[src/assert_macros.svh]
// Assertion macros shared by the int_set_table RTL.
// Concurrent checks on a named clock and active-low reset.
`ifndef ASSERT_MACROS_SVH
`define ASSERT_MACROS_SVH

// Check a property on the given clock, disabled while reset is low.
`define ASSERT_CLK(lbl, clk, rstn, prop, msg) \
  lbl: assert property (@(posedge clk) disable iff (!rstn) (prop)) else $error(msg);

// Check a property on the block clock clk_i and reset rst_ni.
`define ASSERT_DEF(lbl, prop, msg) \
  `ASSERT_CLK(lbl, clk_i, rst_ni, prop, msg)

`endif

[src/ist_pkg.sv]
`timescale 1ns / 1ps
// Package for the int_set_table block: beat types, operation and status codes,
// and the token that walks the cell row. No dependencies.
package ist_pkg;

  localparam int unsigned OCC_W = 7;

  // Operation codes
  localparam logic [1:0] FUNC_ADD    = 2'd0;
  localparam logic [1:0] FUNC_REMOVE = 2'd1;
  localparam logic [1:0] FUNC_TEST   = 2'd2;

  // Status codes
  localparam logic [1:0] ST_DONE   = 2'd0;
  localparam logic [1:0] ST_EXISTS = 2'd1;
  localparam logic [1:0] ST_ABSENT = 2'd2;
  localparam logic [1:0] ST_FULL   = 2'd3;

  typedef struct packed {
    logic [1:0]         func;
    logic signed [31:0] value;
  } in_item_t;

  typedef struct packed {
    logic             found;
    logic [OCC_W-1:0] occupancy;
    logic             empty_res;
    logic [1:0]       status;
  } out_item_t;

  // Token handed from cell to cell: one per operation in flight.
  typedef struct packed {
    logic       vld;    // token present in this cell
    logic       shift;  // remove in progress: pull entries down from the next cell
    logic       fin;    // outcome settled, pass through unchanged
    logic       found;
    logic [1:0] status;
  } tok_t;

endpackage

[src/ist_cell.sv]
`timescale 1ns / 1ps
// One storage cell of the set row: holds an entry and its valid flag and acts
// on the token as it passes. Depends on ist_pkg.
module ist_cell import ist_pkg::*; (
  input  logic        clk_i,
  input  logic        rst_ni,
  input  logic        adv_i,
  input  logic [1:0]  func_i,
  input  logic [31:0] key_i,
  input  tok_t        tok_i,
  input  logic        next_valid_i,
  input  logic [31:0] next_entry_i,
  output tok_t        tok_o,
  output logic        valid_o,
  output logic [31:0] entry_o
);

  tok_t        tok_q, tok_d;
  logic        valid_q, valid_d;
  logic [31:0] entry_q, entry_d;

  always_comb begin
    tok_d   = tok_i;
    valid_d = valid_q;
    entry_d = entry_q;
    if (tok_i.vld && !tok_i.fin) begin
      if (tok_i.shift) begin
        // pull the next entry down; stop at the end of the set
        entry_d = next_entry_i;
        valid_d = next_valid_i;
        if (!next_valid_i) begin
          tok_d.fin = 1'b1;
        end
      end else if (valid_q) begin
        if (entry_q == key_i) begin
          tok_d.found = 1'b1;
          case (func_i)
            FUNC_ADD: begin
              tok_d.fin    = 1'b1;
              tok_d.status = ST_EXISTS;
            end
            FUNC_REMOVE: begin
              entry_d = next_entry_i;
              valid_d = next_valid_i;
              if (next_valid_i) begin
                tok_d.shift = 1'b1;
              end else begin
                tok_d.fin = 1'b1;
              end
            end
            default: begin
              tok_d.fin = 1'b1;
            end
          endcase
        end
      end else begin
        // first free cell: the value is not in the set
        tok_d.fin = 1'b1;
        case (func_i)
          FUNC_ADD: begin
            entry_d = key_i;
            valid_d = 1'b1;
          end
          FUNC_REMOVE: begin
            tok_d.status = ST_ABSENT;
          end
          default: begin
            tok_d.status = ST_DONE;
          end
        endcase
      end
    end
  end

  always_ff @(posedge clk_i or negedge rst_ni) begin
    if (!rst_ni) begin
      tok_q   <= '0;
      valid_q <= 1'b0;
    end else if (adv_i) begin
      tok_q   <= tok_d;
      valid_q <= valid_d;
    end
  end

  always_ff @(posedge clk_i) begin
    if (adv_i) begin
      entry_q <= entry_d;
    end
  end

  assign tok_o   = tok_q;
  assign valid_o = valid_q;
  assign entry_o = entry_q;

endmodule

[config.mk]
export PLATFORM = sky130hd
export DESIGN_NAME = ist_cell
export DESIGN_NICKNAME = d
export VERILOG_FILES = /design/src/assert_macros.svh /design/src/ist_pkg.sv /design/src/ist_cell.sv
export SDC_FILE = /design/constraint.sdc
export NUM_CORES = 1
export LEC_CHECK = 0
export ABC_AREA = 1
export BUFFER_PORTS_ARGS = -buffer_cell sky130_fd_sc_hd__buf_2
export CAP_MARGIN = 15
export CORE_MARGIN = 3
export CORE_UTILIZATION = 49
export CTS_CLUSTER_DIAMETER = 120
export DETAILED_ROUTE_END_ITERATION = 7
export PLACE_DENSITY = 0.89
export SETUP_SLACK_MARGIN = 0.02
export SLEW_MARGIN = 20
export SYNTH_ARGS = -nofsm -noshare
export SYNTH_HDL_FRONTEND = slang
export SYNTH_SLANG_ARGS = --single-unit
export TNS_END_PERCENT = 1
[constraint.sdc]
create_clock -name clk_i -period 7.4 [get_ports clk_i]
set_input_delay 0.37 -clock clk_i [delete_from_list [all_inputs] [get_ports clk_i]]
set_output_delay 0.37 -clock clk_i [all_outputs]
set_load 0.01 [all_outputs]
==> impl_metrics.py <==
metrics = {
    "route": {
        "final_antenna_net_count": 0,
        "drc": 0,
        "avgRoutedWirePerCell_um": 12.35,
        "num_vias": 2249,
        "vias_per_cell": 4.847,
        "drt_iter0_markers": 193,
        "firstDrtPassIters": 4,
        "wirelength_um": 5732,
    },
    "worst_hold_path": {
        "hold_class": "in2reg",
    },
    "clock_network": {
        "cts_buffer_depth": 2,
        "post_cts_buffers": 0,
        "cts_buffers": 5,
        "clk_pin_slew_ns": 0.07,
        "cts_root_buffer": "clkbuf_8",
        "cts_tree": "done",
        "clock_latency_ns": 0.30,
        "clkSinkCount": 39,
        "htreeDepth": 2,
    },
    "layout": {
        "multi_input_area_um2": 989.7,
        "n_fill_cell": 378,
        "synthToLayoutAreaGrowth_pct": 32.60,
        "drive_above_1_share_pct": 31.31,
        "regArea_um2": 1136,
        "nets": 487,
        "num_antenna_cells": 0,
        "final_util_pct": 68.03,
    },
    "worst_setup_path": {
        "path_class": "reg2reg",
        "slowest_delay_ns": 0.72,
        "cp.required_ns": 7.40,
        "cp_slowest_cell": "nor2_2",
        "start_kind": "register",
        "critPathMaxFanout": 45,
        "cp-end-kind": "register",
        "path_cells": "nor2_2 > inv_2 > nor2_1 > nor2_4",
        "reg2reg_slack_ns": 4.84,
        "cp.arrival_ns": 2.56,
    },
    "grt": {
        "grt_antenna_before_repair": 0,
        "grt_usage_pct": 21.81,
        "grt_pass1_vias": 2164,
        "gr-total-overflow": 0,
        "grt_pass1_wl_um": 9170,
        "grt_max_degree": 46,
    },
    "power_and_ir_drop": {
        "p_comb_share_pct": 19.9,
        "pwr-share-seq_pct": 48.2,
        "switching_share_pct": 26.47,
        "max-vdd-ir-drop_uv": 96.08,
        "internal-power_mw": 0.3964,
        "power_frac_clock_pct": 31.9,
        "power.net_switching_mw": 0.1427,
        "p_leak_nw": 1.548,
        "powerDensity_nw_per_um2": 179.5,
    },
    "synthesis": {
        "ys_top_cells_by_area": "edfxtp_1 (42%), nand2_1 (24%), xnor2_1 (8.1%), dfrtp_1 (7.7%), inv_1 (5.1%)",
        "synth_top_area_share_pct": 42.43,
        "avgSynthCellArea_um2": 7.677,
        "syn-cell-area_um2": 2265,
        "synth_top_flop_cell": "edfxtp_1",
        "ys_warn_count": 0,
        "postSynth.asyncResetShare_pct": 17.95,
        "synth_most_common_cell": "nand2_1",
        "synthTopCellsByCount": "nand2_1 (142), edfxtp_1 (32), inv_1 (31), nor2_1 (21), xnor2_1 (21)",
        "syn_nets": 371,
        "ys_ff_latch": 39,
        "synth_top_area_cell": "edfxtp_1",
        "yosysSeqAreaShare_pct": 50.17,
        "synth_cell_types": 22,
        "synth_edf_count": 32,
        "syn_inst": 295,
    },
    "die": {
        "rows": 24,
        "die-area_um2": 5474,
        "core_area_um2": 4414,
        "fp.dieH_um": 73.99,
        "start_util_pct": 51.30,
        "io-pin-count": 115,
        "die_w_um": 73.99,
    },
    "place": {
        "routabilityCongestion": 0.9157,
        "io_buffers": 114,
        "place_hpwl_um": 4475,
    },
    "timing": {
        "setup_viol": 0,
        "worst-slew-pin-transition_ns": 0.8977,
        "finalHoldViolCount": 0,
        "fin_crit_sh_pct": 34.59,
        "finalCriticalPeriod_ns": 2.560,
        "skew_ns": 0.008533,
        "finalSetupTns_ns": 0,
        "drv_slew": 0,
        "fmax_mhz": 390.7,
        "rsz0062_at_grt": "false",
        "slew_headroom_pct": 40.09,
    },
    "flow_run": {
        "cap_viol_max_count": 0,
    },
    "outcome": {
        "status": "finished clean",
    },
}
## metal layers
layer	global-route usage, %	routed length, um	vias up
li1	-	-	1143
met1	26.00	2306	989
met2	37.99	2806	103
met3	5.946	507	14
met4	7.445	111	0
met5	0	0	-
## what timing repair did
| item | CTS | global route |
|---|---|---|
| hold buffers | 1 | 0 |
| resized for setup | 0 | 0 |
| hold endpoints to repair | 7 | 0 |
## worst max-delay path: cells and delay by family (launching register included)
family                 cells  cell delay (ns)
buffers and inverters      1             0.53
flip-flops                 1             0.42
AND/OR/NAND/NOR            3             1.30
## stage by stage
step           power (mW)  hold slack, ns  instances  instance area, um2  setup WS [ns]
3_3_place_gp       0.3668          0.2094        455                2885          4.813
6_report           0.5391          0.3218        464                3003          4.840
3_5_place_dp       0.3719          0.2221        455                2885          4.789
2_1_floorplan      0.3241         0.07441        295                2265          4.441
5_1_grt            0.5645          0.3157        464                3003          4.625
4_1_cts            0.5415          0.3184        464                3003          4.825
## cell usage in the layout (no fill, tap or decap)
cell type / netlist / routed
dfrtp_1: 7 / 7
and3_1: 1 / 1
edfxtp_1: 32 / 32
nor2_1: 21 / 20
nand2_2: 1 / 1
o21ai_1: 2 / 2
inv_2: 1 / 1
o21a_1: 1 / 1
a21oi_2: 1 / 1
bufinv_16: 0 / 1
nor2_4: 0 / 1
inv_1: 31 / 31
nand4_1: 1 / 1
clkbuf_8: 0 / 5
clkinv_1: 1 / 2
nand2_1: 142 / 142
o211ai_1: 1 / 1
nand3_1: 4 / 4
nor2_2: 3 / 3
xnor2_1: 21 / 21
o21ai_2: 1 / 1
dlygate4sd3_1: 0 / 1
buf_2: 0 / 114
o21ai_0: 12 / 12
o22ai_1: 1 / 1
clkinv_2: 0 / 1
a21oi_1: 4 / 4
## path summary, 6_finish.rpt
| check | startpoint | endpoint | depth (start not counted) |
|---|---|---|---|
| min | tok_i[5] | tok_o[5]$_DFFE_PN0P_ | 3 |
| max | valid_o$_DFFE_PN0P_ | entry_o[9]$_DFFE_PP_ | 4 |
| min reg2reg | tok_o[4]$_DFFE_PN0P_ | tok_o[4]$_DFFE_PN0P_ | 2 |
| max in group asynchronous | rst_ni | tok_o[1]$_DFFE_PN0P_ | 2 |
| max reg2reg | valid_o$_DFFE_PN0P_ | entry_o[9]$_DFFE_PP_ | 4 |
| min in group asynchronous | rst_ni | tok_o[2]$_DFFE_PN0P_ | 2 |
## flip-flops by register name, indices dropped and copies added, names as in the netlist
| register | cells |
|---|---|
| entry_o | 32 |
| valid_o | 1 |
| tok_o | 6 |
## cells by family after synthesis
| kind of cell | count (synthesis) | share of synthesized area (%) |
|---|---|---|
| compound gates | 23 | 5.691 |
| buf+inv | 39 | 6.464 |
| simple gates | 173 | 29.56 |
| flops | 39 | 50.17 |
| xor+xnor | 21 | 8.122 |
## power groups by stage
stage               Clock (mW)  Combinational [mW]  Sequential, mW
global route             0.182               0.121           0.261
floorplan                    0              0.0551           0.269
CTS                      0.174               0.107           0.260
global placement             0               0.103           0.264
detailed placement           0               0.107           0.265
finish                   0.172               0.107           0.260
## final cells by class
| class | instances | area share (%) |
|---|---|---|
| clock buffer | 5 | 2.292 |
| clock inverter | 3 | 1.292 |
| inverter | 33 | 4.125 |
| multi-input combinational | 217 | 32.96 |
| sequential | 39 | 37.83 |
| tap | 52 | 2.167 |
| timing repair buffer | 115 | 19.33 |
Power figures use the tool's default switching activity.
